[src/itr_pkg.sv]
`default_nettype none
package itr_pkg;

  localparam logic [13:0] MAX_VALUE = 14'd3999;
  localparam int QUEUE_DEPTH = 2;

  typedef logic [3:0] digit_t;

  typedef struct packed {
    logic             oor;
    logic             zero;
    logic [3:0][3:0]  digits;
  } entry_t;

  typedef enum logic {
    FR_IDLE,
    FR_SPLIT
  } front_state_t;

  typedef enum logic {
    BK_IDLE,
    BK_RUN
  } back_state_t;

  localparam logic [7:0] CH_I = 8'h49;
  localparam logic [7:0] CH_V = 8'h56;
  localparam logic [7:0] CH_X = 8'h58;
  localparam logic [7:0] CH_L = 8'h4C;
  localparam logic [7:0] CH_C = 8'h43;
  localparam logic [7:0] CH_D = 8'h44;
  localparam logic [7:0] CH_M = 8'h4D;
  localparam logic [7:0] CH_NONE = 8'h00;

  function automatic logic [13:0] place_val(input logic [1:0] p);
    logic [13:0] r;
    unique case (p)
      2'd0: r = 14'd1;
      2'd1: r = 14'd10;
      2'd2: r = 14'd100;
      default: r = 14'd1000;
    endcase
    return r;
  endfunction

  function automatic logic [7:0] sym_one(input logic [1:0] p);
    logic [7:0] r;
    unique case (p)
      2'd0: r = CH_I;
      2'd1: r = CH_X;
      2'd2: r = CH_C;
      default: r = CH_M;
    endcase
    return r;
  endfunction

  function automatic logic [7:0] sym_five(input logic [1:0] p);
    logic [7:0] r;
    unique case (p)
      2'd0: r = CH_V;
      2'd1: r = CH_L;
      2'd2: r = CH_D;
      default: r = CH_NONE;
    endcase
    return r;
  endfunction

  function automatic logic [7:0] sym_ten(input logic [1:0] p);
    logic [7:0] r;
    unique case (p)
      2'd0: r = CH_X;
      2'd1: r = CH_C;
      2'd2: r = CH_M;
      default: r = CH_NONE;
    endcase
    return r;
  endfunction

  // Number of symbols a decimal digit expands to.
  function automatic logic [2:0] digit_len(input digit_t d);
    logic [2:0] r;
    unique case (d)
      4'd0: r = 3'd0;
      4'd1, 4'd5: r = 3'd1;
      4'd2, 4'd4, 4'd6, 4'd9: r = 3'd2;
      4'd3, 4'd7: r = 3'd3;
      4'd8: r = 3'd4;
      default: r = 3'd0;
    endcase
    return r;
  endfunction

  function automatic logic [7:0] roman_sym(input digit_t d, input logic [1:0] p,
                                           input logic [1:0] j);
    logic [7:0] r;
    if (d == 4'd9) begin
      r = (j == 2'd0) ? sym_one(p) : sym_ten(p);
    end else if (d == 4'd4) begin
      r = (j == 2'd0) ? sym_one(p) : sym_five(p);
    end else if (d >= 4'd5 && j == 2'd0) begin
      r = sym_five(p);
    end else begin
      r = sym_one(p);
    end
    return r;
  endfunction

endpackage
`default_nettype wire

[src/itr_front.sv]
`default_nettype none
module itr_front
  import itr_pkg::*;
(
  input  wire logic        clk,
  input  wire logic        rst,
  input  wire logic        start,
  input  wire logic [13:0] value,
  input  wire logic        q_full,
  output logic             busy,
  output logic             push,
  output entry_t           push_entry
);

  front_state_t    state, state_next;
  logic [11:0]     rem;
  logic [1:0]      place;
  logic [3:0][3:0] digits;

  digit_t          dig;
  logic [13:0]     sub;
  logic [3:0][3:0] split_digits;
  logic            accept;
  logic            special;

  assign accept  = start && !busy;
  assign special = (value > MAX_VALUE) || (value == 14'd0);

  always_comb begin
    dig = '0;
    sub = '0;
    for (int k = 1; k <= 9; k++) begin
      if ({2'b00, rem} >= 14'(k) * place_val(place)) begin
        dig = 4'(k);
        sub = 14'(k) * place_val(place);
      end
    end
  end

  always_comb begin
    split_digits        = digits;
    split_digits[place] = dig;
  end

  always_comb begin
    state_next = state;
    unique case (state)
      FR_IDLE: begin
        if (accept && !special) state_next = FR_SPLIT;
      end
      FR_SPLIT: begin
        if (place == 2'd0 && !q_full) state_next = FR_IDLE;
      end
      default: state_next = FR_IDLE;
    endcase
  end

  always_comb begin
    busy       = (state != FR_IDLE) || q_full;
    push       = 1'b0;
    push_entry = '0;
    unique case (state)
      FR_IDLE: begin
        push            = start && !q_full && special;
        push_entry.oor  = value > MAX_VALUE;
        push_entry.zero = value == 14'd0;
      end
      FR_SPLIT: begin
        push              = (place == 2'd0) && !q_full;
        push_entry.digits = split_digits;
      end
      default: push = 1'b0;
    endcase
  end

  always_ff @(posedge clk) begin
    if (rst) begin
      state <= FR_IDLE;
    end else begin
      state <= state_next;
    end
  end

  always_ff @(posedge clk) begin
    if (state == FR_IDLE) begin
      if (accept) begin
        rem    <= value[11:0];
        place  <= 2'd3;
        digits <= '0;
      end
    end else if (place != 2'd0) begin
      digits[place] <= dig;
      rem           <= rem - sub[11:0];
      place         <= place - 2'd1;
    end
  end

endmodule
`default_nettype wire

[src/itr_queue.sv]
`default_nettype none
module itr_queue
  import itr_pkg::*;
#(
  parameter int DEPTH = QUEUE_DEPTH
) (
  input  wire logic   clk,
  input  wire logic   rst,
  input  wire logic   push,
  input  wire entry_t push_entry,
  input  wire logic   pop,
  output logic        full,
  output logic        empty,
  output entry_t      head
);

  localparam int PW = (DEPTH > 1) ? $clog2(DEPTH) : 1;
  localparam int CW = $clog2(DEPTH + 1);

  entry_t          mem [DEPTH];
  logic [PW-1:0]   wr_ptr;
  logic [PW-1:0]   rd_ptr;
  logic [CW-1:0]   count;

  assign full  = count == CW'(DEPTH);
  assign empty = count == '0;
  assign head  = mem[rd_ptr];

  always_ff @(posedge clk) begin
    if (push) begin
      mem[wr_ptr] <= push_entry;
    end
  end

  always_ff @(posedge clk) begin
    if (rst) begin
      wr_ptr <= '0;
      rd_ptr <= '0;
      count  <= '0;
    end else begin
      if (push) begin
        wr_ptr <= (wr_ptr == PW'(DEPTH - 1)) ? '0 : wr_ptr + PW'(1);
      end
      if (pop) begin
        rd_ptr <= (rd_ptr == PW'(DEPTH - 1)) ? '0 : rd_ptr + PW'(1);
      end
      if (push && !pop) begin
        count <= count + CW'(1);
      end else if (pop && !push) begin
        count <= count - CW'(1);
      end
    end
  end

endmodule
`default_nettype wire

[src/itr_back.sv]
`default_nettype none
module itr_back
  import itr_pkg::*;
(
  input  wire logic   clk,
  input  wire logic   rst,
  input  wire logic   q_empty,
  input  wire entry_t head,
  output logic        pop,
  output logic        strobe,
  output logic [7:0]  symbol,
  output logic        last,
  output logic        out_of_range
);

  back_state_t state, state_next;
  entry_t      cur;
  logic [1:0]  place;
  logic [1:0]  pos;

  digit_t      d;
  logic [2:0]  len;
  logic        emit;
  logic        lower_zero;
  logic        fin;

  assign d   = cur.digits[place];
  assign len = digit_len(d);

  always_comb begin
    lower_zero = 1'b1;
    for (int i = 0; i < 4; i++) begin
      if (2'(i) < place && cur.digits[i] != 4'd0) lower_zero = 1'b0;
    end
  end

  assign emit = {1'b0, pos} < len;
  assign fin  = (cur.oor || cur.zero) ||
                (emit && ({1'b0, pos} == len - 3'd1) && lower_zero);

  always_comb begin
    state_next = state;
    unique case (state)
      BK_IDLE: begin
        if (!q_empty) state_next = BK_RUN;
      end
      BK_RUN: begin
        if (fin) state_next = BK_IDLE;
      end
      default: state_next = BK_IDLE;
    endcase
  end

  always_comb begin
    pop = 1'b0;
    unique case (state)
      BK_IDLE: pop = !q_empty;
      BK_RUN:  pop = 1'b0;
      default: pop = 1'b0;
    endcase
  end

  always_ff @(posedge clk) begin
    if (rst) begin
      state  <= BK_IDLE;
      strobe <= 1'b0;
    end else begin
      state  <= state_next;
      strobe <= (state == BK_RUN) && (cur.oor || cur.zero || emit);
    end
  end

  always_ff @(posedge clk) begin
    if (state == BK_IDLE) begin
      if (!q_empty) begin
        cur   <= head;
        place <= 2'd3;
        pos   <= 2'd0;
      end
    end else begin
      if (!emit || ({1'b0, pos} == len - 3'd1)) begin
        place <= place - 2'd1;
        pos   <= 2'd0;
      end else begin
        pos <= pos + 2'd1;
      end
    end
    if (cur.oor || cur.zero) begin
      symbol <= CH_NONE;
    end else begin
      symbol <= roman_sym(d, place, pos);
    end
    last         <= fin;
    out_of_range <= cur.oor;
  end

endmodule
`default_nettype wire

[src/integer_to_roman_numeral.sv]
`default_nettype none
// Channel   Ports                              Transfer
// input     start, value[13:0] / busy          edge with start high and busy low
// result    strobe, symbol[7:0], last,         every edge that ends a cycle with
//           out_of_range                       strobe high
//
// The front part splits a number into decimal digits, one digit per cycle, and pushes the entry
// once the queue has room; zero and values above 3999 go to the queue at their transfer.
// The back part pops an entry only when idle, then emits its symbols one per cycle from the
// highest digit down, passing over zero digits without a strobe, and takes no new entry until
// it has sent the last symbol of the current one.
// Busy is high while the front splits or the two-entry queue is full; reset clears both
// state machines and the queue, and the receiver cannot stall results.
module integer_to_roman_numeral
  import itr_pkg::*;
#(
  parameter int DEPTH = QUEUE_DEPTH
) (
  input  wire logic        clk,
  input  wire logic        rst,
  input  wire logic        start,
  input  wire logic [13:0] value,
  output logic             busy,
  output logic             strobe,
  output logic [7:0]       symbol,
  output logic             last,
  output logic             out_of_range
);

  logic   q_full;
  logic   q_empty;
  logic   push;
  logic   pop;
  entry_t push_entry;
  entry_t head;

  itr_front u_front (
    .clk        (clk),
    .rst        (rst),
    .start      (start),
    .value      (value),
    .q_full     (q_full),
    .busy       (busy),
    .push       (push),
    .push_entry (push_entry)
  );

  itr_queue #(
    .DEPTH (DEPTH)
  ) u_queue (
    .clk        (clk),
    .rst        (rst),
    .push       (push),
    .push_entry (push_entry),
    .pop        (pop),
    .full       (q_full),
    .empty      (q_empty),
    .head       (head)
  );

  itr_back u_back (
    .clk          (clk),
    .rst          (rst),
    .q_empty      (q_empty),
    .head         (head),
    .pop          (pop),
    .strobe       (strobe),
    .symbol       (symbol),
    .last         (last),
    .out_of_range (out_of_range)
  );

`ifndef SYNTHESIS
  a_oor_single : assert property (@(posedge clk) disable iff (rst)
    strobe && out_of_range |-> last && symbol == CH_NONE)
    else $error("out of range result not a single empty symbol");

  a_empty_last : assert property (@(posedge clk) disable iff (rst)
    strobe && symbol == CH_NONE |-> last)
    else $error("empty symbol not marked last");

  a_no_push_full : assert property (@(posedge clk) disable iff (rst)
    push |-> !q_full)
    else $error("queue written while full");

  a_no_pop_empty : assert property (@(posedge clk) disable iff (rst)
    pop |-> !q_empty)
    else $error("queue read while empty");
`endif

endmodule
`default_nettype wire

[config.mk]
export PLATFORM = sky130hd
export DESIGN_NAME = integer_to_roman_numeral
export DESIGN_NICKNAME = d
export VERILOG_FILES = /design/src/itr_pkg.sv /design/src/itr_front.sv /design/src/itr_queue.sv /design/src/itr_back.sv /design/src/integer_to_roman_numeral.sv
export SDC_FILE = /design/constraint.sdc
export NUM_CORES = 1
export LEC_CHECK = 0
export BUFFER_PORTS_ARGS = -buffer_cell sky130_fd_sc_hd__buf_2
export CORE_ASPECT_RATIO = 1.5
export CORE_MARGIN = 10
export CORE_UTILIZATION = 35
export CTS_CLUSTER_SIZE = 10
export DETAILED_ROUTE_END_ITERATION = 8
export PLACE_DENSITY = 0.49
export SLEW_MARGIN = 10
export SYNTH_ARGS = -nofsm -noshare
export SYNTH_HDL_FRONTEND = slang
export SYNTH_HIERARCHICAL = 1
export SYNTH_SLANG_ARGS = --single-unit
export TNS_END_PERCENT = 10
[constraint.sdc]
create_clock -name clk -period 9.1 [get_ports clk]
set_input_delay 1.82 -clock clk [delete_from_list [all_inputs] [get_ports clk]]
set_output_delay 1.82 -clock clk [all_outputs]
set_load 0.05 [all_outputs]
After elaboration in Yosys (flattened, before gate mapping):

Memories as Yosys holds them, arrays and structs flattened. A register that Yosys moved wholly into a read port is not among the register bits.
Index checks and enable logic that the tools add are counted.

* bits in registers: 51
* RAM bits: 36
* bits in read-only memories: 48
* input bits: 17
* word-level logic and storage cells: 187
* memories: 2

* add/sub/neg operators: 9
* multipliers: 10
* magnitude comparators: 19
* eq/ne operators: 11
* multiplexer cells: 72
* bitwise operators: 3
* reductions and logical operators: 44

Memories
* (no name shown): depth 16, width 3, read ports 1, clocked after memory_dff 0, wr ports 0, RTL line itr_pkg.sv:81 `unique case (d)`
* u_queue.mem: depth 2, width 18, read ports 1, clocked after memory_dff 1, wr ports 1, RTL line itr_queue.sv:20 `entry_t mem [DEPTH];`

Operator list (count)
* $mux W12: 10
* $ge A12 B14 Y1: 5
* $mux W14: 5
* $mux W16: 4
* $pmux W7 S3: 2
* $pmux W10 S3: 1
* $mul A3 B14 Y12 const A: 2
* $mux W2: 14
* $mul A3 B10 Y13 const A: 2
* $mul A2 B10 Y12 const A: 2
* $mux W7: 3
* $bwmux W16: 1
* $logic_and A1 B1 Y1: 16
* $mux W4: 4
* $mux W8: 2
* $reduce_bool A4 Y1: 4
* $pmux W5 S3: 1
* $gt A14 B12 Y1 const B: 1
* $logic_not A14 Y1: 1
* $mul A2 B14 Y11 const A: 1
* $mul A2 B14 Y12 const A: 1
* $mul A4 B10 Y14 const A: 1
* $mul A4 B14 Y12 const A: 1
* $ge A12 B13 Y1: 1
* other kinds (33): 83

Longest topological paths before layout:

* word-level depth: 16
* mapped depth: 28
* gate-level depth less buffers: 27

Modules after synthesis:

The synthesis kept the hierarchy.

Modules (own cells, without submodules)
* itr_front: times used 1, cells an instance 536, area an instance 4555.6 um^2, seq. area each 920.9 um^2
* itr_back: times used 1, cells an instance 135, area an instance 1656.6 um^2, seq. area each 860.8 um^2
* itr_queue: times used 1, cells an instance 78, area an instance 1503.9 um^2, seq. area each 1181.1 um^2

Least setup slack after synthesis:

Ideal clock, no wire load.

* path kind: register to register
* from: register u_front.place[0]
* to: register u_front.rem[10], data pin
* arrival: 5.387 ns
* setup slack: 3.458 ns
* cell stages (with the launch flop): 25
* period minus slack after synthesis: 5.642 ns
* cell sequence: edfxtp_1 -> inv_1 -> ha_1 -> ha_1 -> a21o_1 -> fa_1 -> xnor2_1 -> ha_1 -> a21o_1 -> a31oi_1 -> o21ai_1 -> clkbuf_1 -> o21ai_1 -> a21boi_0 -> ha_1 -> fa_1 -> nor2b_1 -> o21ai_0 -> a21boi_0 -> o21ai_0 -> a21boi_0 -> o21ai_0 -> a211oi_1 -> o21ai_0 -> a31o_2

* cells in the longest elaborated chain, start to end: 15
* elaborated cells on any way between the ends: 40
* classes of those cells: 1 x add/sub; 10 x mul; 9 x order compare; 2 x eq/ne; 17 x mux; 1 x reduce/logical

Ends and longest elaborated chain
* start: declaration: RTL line itr_front.sv:17 `logic [1:0] place;`
* start signal: assignment: RTL line itr_front.sv:94 `place <= place - 2'd1;`
* $eq A2 B2 Y1 (tied with other cells): RTL line itr_pkg.sv:36 `unique case (p)`
* $pmux W10 S3 *: RTL line itr_pkg.sv:36
* parallel branches: the longest is 9 deep, another holds $ge A12 B14 Y1
* $mux W12 *: RTL line itr_front.sv:33 `if ({2'b00, rem} >= 14'(k) * place_val(place)) begin`
* $sub A12 B12 Y12 *: RTL line itr_front.sv:93 `rem <= rem - sub[11:0];`
* $mux W12 *: RTL line itr_front.sv:91 `end else if (place != 2'd0) begin`
* $mux W12 *: RTL line itr_front.sv:85 `if (state == FR_IDLE) begin`
* end signal: assignment: RTL line itr_front.sv:87 `rem <= value[11:0];`
* end signal: assignment: RTL line itr_front.sv:93
* end: declaration: RTL line itr_front.sv:16 `logic [11:0] rem;`

Every way passes the cells marked *. The select of a mux whose other input is x is not followed.
A chain may end at the register's enable or synchronous reset.

Worst setup path in the final report:

Ends and elaborated chain as after synthesis.

==> impl_metrics.yaml <==
route:
  viasPerCell: 5.72
  route.detailed.drc: 0
  detail-route-antenna-nets: 0
  drt_pass1_iterations: 5
  detail_route.iter0.violations: 343
  totalWireLength_um: 23100
  dr_total_vias: 5962
  route.detailed.wl_per_inst_um: 22.2
power:
  power_report.internal_total_mw: 1.32
  leakage_nw: 3.37
  psw_mw: 0.984
  clock_power_share_pct: 16.5
  p_seq_share_pct: 33.7
  pwr_density_cell_mw_per_mm2: 274
  power_switching_share_pct: 42.8
  ir_worst_vdd_uv: 104
  share_comb_of_total_power_pct: 49.7
timing:
  final_min_period_over_clock_period_pct: 79.1
  max_freq_mhz: 139
  setup_viol: 0
  finalWorstSetupSlack_ps: 1900
  timing.final.crit_period_ps: 7200
  worst_slew_margin_rel_pct: 23.2
  worst_slew_pin_slew_ps: 1140
  totalNegativeSetupSlack_ps: 0
  fin_worst_skew_ps: 12.4
  final-hold-violation-count: 0
  final-max-slew-violation-count: 0
  setup_repair_after_global_routing_missed_its_margin: "false"
clock_tree:
  numCtsBuffers: 9
  cts_root_buf: "sky130_fd_sc_hd__clkbuf_16"
  clock_path_buffers: 2
  clock-sinks: 104
  post_cts_resize_count: 0
  post_cts_hold_buffer_count: 0
  worstSkewPairLatency_ps: 340
  clock_tree_from_tritoncts: "done"
  cts.repair_timing.setup_buffer_count: 0
  clk_pin_slew_worst_paths_ps: 80
  htree_levels: 3
global_routing:
  grt.overflow.total: 0
  grt_use_total_pct: 16.3
  grt_antenna_before_repair: 0
  first_pass_grt_wire_length_um: 36700
  vias_in_the_first_global_route: 6352
  maximum_number_of_pins_on_one_net_before_global_route_repair: 41
worst_setup_path:
  worst_ep_arrival_time_ps: 7290
  reg2reg_to: "u_front/rem[10]"
  critical_path_peak_fanout: 15
  critical_path.n_buffers_inverters: 1
  slowest_delay_ps: 570
  cp_slowest_cell: "sky130_fd_sc_hd__ha_1"
  worst_r2r_startpoint: "u_front/place[0]"
  critical_path_required_ps: 9190
  critical_path_depth: 24
  start_kind: "register"
  timing.critical_path.max_delay_family: "compound AO/OA/AOI/OAI gates"
  ff2ff_path_depth: 24
  setup.reg_to_reg.worst_slack_ps: 1900
  path_class: "register to register"
  crit_path_end_kind: "register"
  crit_path_cell_trace: "inv_1 -> ha_1 -> ha_1 -> a21o_1 -> fa_1 -> xnor2_1 -> ha_1 -> a21o_1 -> a31oi_1 -> o21ai_1 -> or2_1 -> nor2_2 -> o211ai_1 -> a32oi_1 -> ha_1 -> nor2b_1 -> o21ai_0 -> a21boi_0 -> o21ai_0 -> a21boi_0 -> o21ai_0 -> a211oi_1 -> or3_1 -> a31o_2"
  path_common_cell: "sky130_fd_sc_hd__ha_1"
synth:
  synth_area_mm2: 0.00772
  yosys_register_bits: 104
  synthDominantCellAreaShare_pct: 34.2
  post_synth_xor_area_fraction_pct: 1.59
  dominant_combinational_cell_family_by_area_after_synthesis: "compound AO/OA/AOI/OAI gates"
  synth_area_leaders: "sky130_fd_sc_hd__edfxtp_1 34%, sky130_fd_sc_hd__ha_1 15%, sky130_fd_sc_hd__dfxtp_1 4.2%"
  synth_commonest_cells: "91 x sky130_fd_sc_hd__ha_1, 88 x sky130_fd_sc_hd__edfxtp_1, 54 x sky130_fd_sc_hd__nand2_1, 50 x sky130_fd_sc_hd__nor2_1"
  simple_gate_fraction_of_synth_area_pct: 14.6
  synthMostInstantiatedCell: "sky130_fd_sc_hd__ha_1"
  yosysWarnings: 6
  postSynthAreaPerCell_um2: 10.3
  cell_accounting_for_the_most_synthesized_area: "sky130_fd_sc_hd__edfxtp_1"
  postSynth.asyncResetShare_pct: 0
  synth_compound_area_share_pct: 18.5
  synth-adder-area-share_pct: 15.4
  postSynthCellCount: 749
  synthMuxAreaShare_pct: 7.22
  ys_dominant_reg_cell: "sky130_fd_sc_hd__edfxtp_1"
  synth-seq-area-share_pct: 38.4
  yosys.cell_types.count: 86
  synth-edff-count: 88
final_layout:
  layout.cell_area.non_filler_mm2: 0.00840
  fillerInstances: 2150
  share_of_final_layout_standard_cells_stronger_than_drive_strength_1_pct: 13.5
  stdcell_count: 1042
  layout.nets: 875
  n_antenna_cell: 0
  area_delta_synth_final_pct: 8.80
floorplan:
  floorplan.die.height_um: 202
  floorplan.initialDensity_pct: 35.5
  placeableCoreArea_mm2: 0.0217
  pin_count: 29
  die_area_mm2: 0.0285
  die-width_um: 141
  num_rows: 66
run:
  max_cap_viol_count: 0
placement:
  place_worst_setup_slack_ps: 1990
  instance_area_after_placement_mm2: 0.00810
  post-dp-hpwl_um: 18200
  placed_cell_count: 1026
  routabilityCongestion: 1.01
  place.port_buffers: 26
status:
  status: "completed"
hold_path:
  hold_path_end: "u_back/out_of_range"
  worst_hold_path_depth: 0
  hold_path_startpoint: "u_back/cur[17]"
  min_path_type: "register to register"
-- worst register-to-register path, cell delays in order (launching register included) --
cell and delay [ps]:
sky130_fd_sc_hd__edfxtp_1 510, sky130_fd_sc_hd__inv_1 300, sky130_fd_sc_hd__ha_1 570, sky130_fd_sc_hd__ha_1 390, sky130_fd_sc_hd__a21o_1 210, sky130_fd_sc_hd__fa_1 400, sky130_fd_sc_hd__xnor2_1 280, sky130_fd_sc_hd__ha_1 300
sky130_fd_sc_hd__a21o_1 180, sky130_fd_sc_hd__a31oi_1 180, sky130_fd_sc_hd__o21ai_1 420, sky130_fd_sc_hd__or2_1 490, sky130_fd_sc_hd__nor2_2 160, sky130_fd_sc_hd__o211ai_1 100, sky130_fd_sc_hd__a32oi_1 390, sky130_fd_sc_hd__ha_1 340
sky130_fd_sc_hd__nor2b_1 140, sky130_fd_sc_hd__o21ai_0 200, sky130_fd_sc_hd__a21boi_0 150, sky130_fd_sc_hd__o21ai_0 230, sky130_fd_sc_hd__a21boi_0 140, sky130_fd_sc_hd__o21ai_0 210, sky130_fd_sc_hd__a211oi_1 110, sky130_fd_sc_hd__or3_1 320
sky130_fd_sc_hd__a31o_2 250
-- metal layers --
metal | wire length [um] | vias up | GRT usage (%)
met5 | 0 | - | 0
met4 | 1190 | 0 | 8.91
met3 | 494 | 65 | 1.90
met2 | 12900 | 125 | 31.2
met1 | 8510 | 2909 | 16.3
li1 | - | 2863 | -
-- cell usage in the layout, fill, tap and decap left out, drive strengths merged, types with 5 or more instances in the layout --
cell type,count
a21oi,34
nor3,12
ha,91
nand2,54
edfxtp,88
inv,42
xnor2,10
o21ai,42
clkbuf,9
a211o,6
nand3,9
nand4,6
or3,5
a21o,18
o21a,9
nand2b,8
a31oi,12
mux2,26
a221oi,6
and2,5
or2,6
o211ai,6
buf,36
nor2,53
a21boi,8
nor4,9
dfxtp,16
nor2b,23
a2111oi,6
o31ai,7
mux2i,17
a211oi,13
-- cell families after synthesis --
group / count (synthesis)
adders and majority gates: 94
other: 1
muxes: 47
buffers and inverters: 70
AOI/OAI and AO/OA: 203
xor gates and xnor gates: 14
and+or+nand+nor: 216
DFF: 104
-- stage by stage --
| stage | utilization [%] | power, mW | hold WS (ps) |
|---|---|---|---|
| global route | 38.7 | 2.47 | 416 |
| CTS | 38.7 | 2.32 | 408 |
| floorplan | - | 1.61 | 363 |
| detailed placement | 37.3 | 1.93 | 389 |
| finish | 38.7 | 2.30 | 398 |
| global placement | 37.3 | 1.91 | 392 |
-- sequential cells by signal, indices dropped and copies added (netlist names), 6 cells and up, named ones only --
register,count
u_back/cur,18
u_back/symbol,6
u_front/digits,16
u_front/rem,12
u_queue/mem,36
-- power groups by stage --
stage                     Sequential (mW)  Clock [mW]  Combinational, mW
after floorplan                     0.768           0              0.845
final                               0.776       0.380               1.14
after CTS                           0.779       0.395               1.15
after detailed placement            0.789           0               1.14
after global placement              0.785           0               1.13
after global routing                0.791       0.412               1.27
-- worst max-delay path by stage --
stage,start,end,slack [ps]
6_report,u_front/place[0],u_front/rem[10],1900
5_1_grt,u_front/place[0],u_front/rem[10],1310
4_1_cts,u_front/place[0],u_front/rem[10],1960
3_5_place_dp,u_front/place[0],u_front/rem[10],1990
3_3_place_gp,u_front/place[0],u_front/rem[10],2040
2_1_floorplan,u_front/place[0],u_front/rem[10],3460
-- area by class of cell --
class,instances,area (um2),area share [%]
clock buffers,9,225,2.68
clock inverters,7,73.8,0.879
inverters,38,143,1.70
multi-input cells,576,4450,53.0
flip-flops and latches,104,2960,35.3
well taps,272,340,4.05
repair buffers,36,205,2.44
Note: power is estimated with default switching activity, not from simulation.
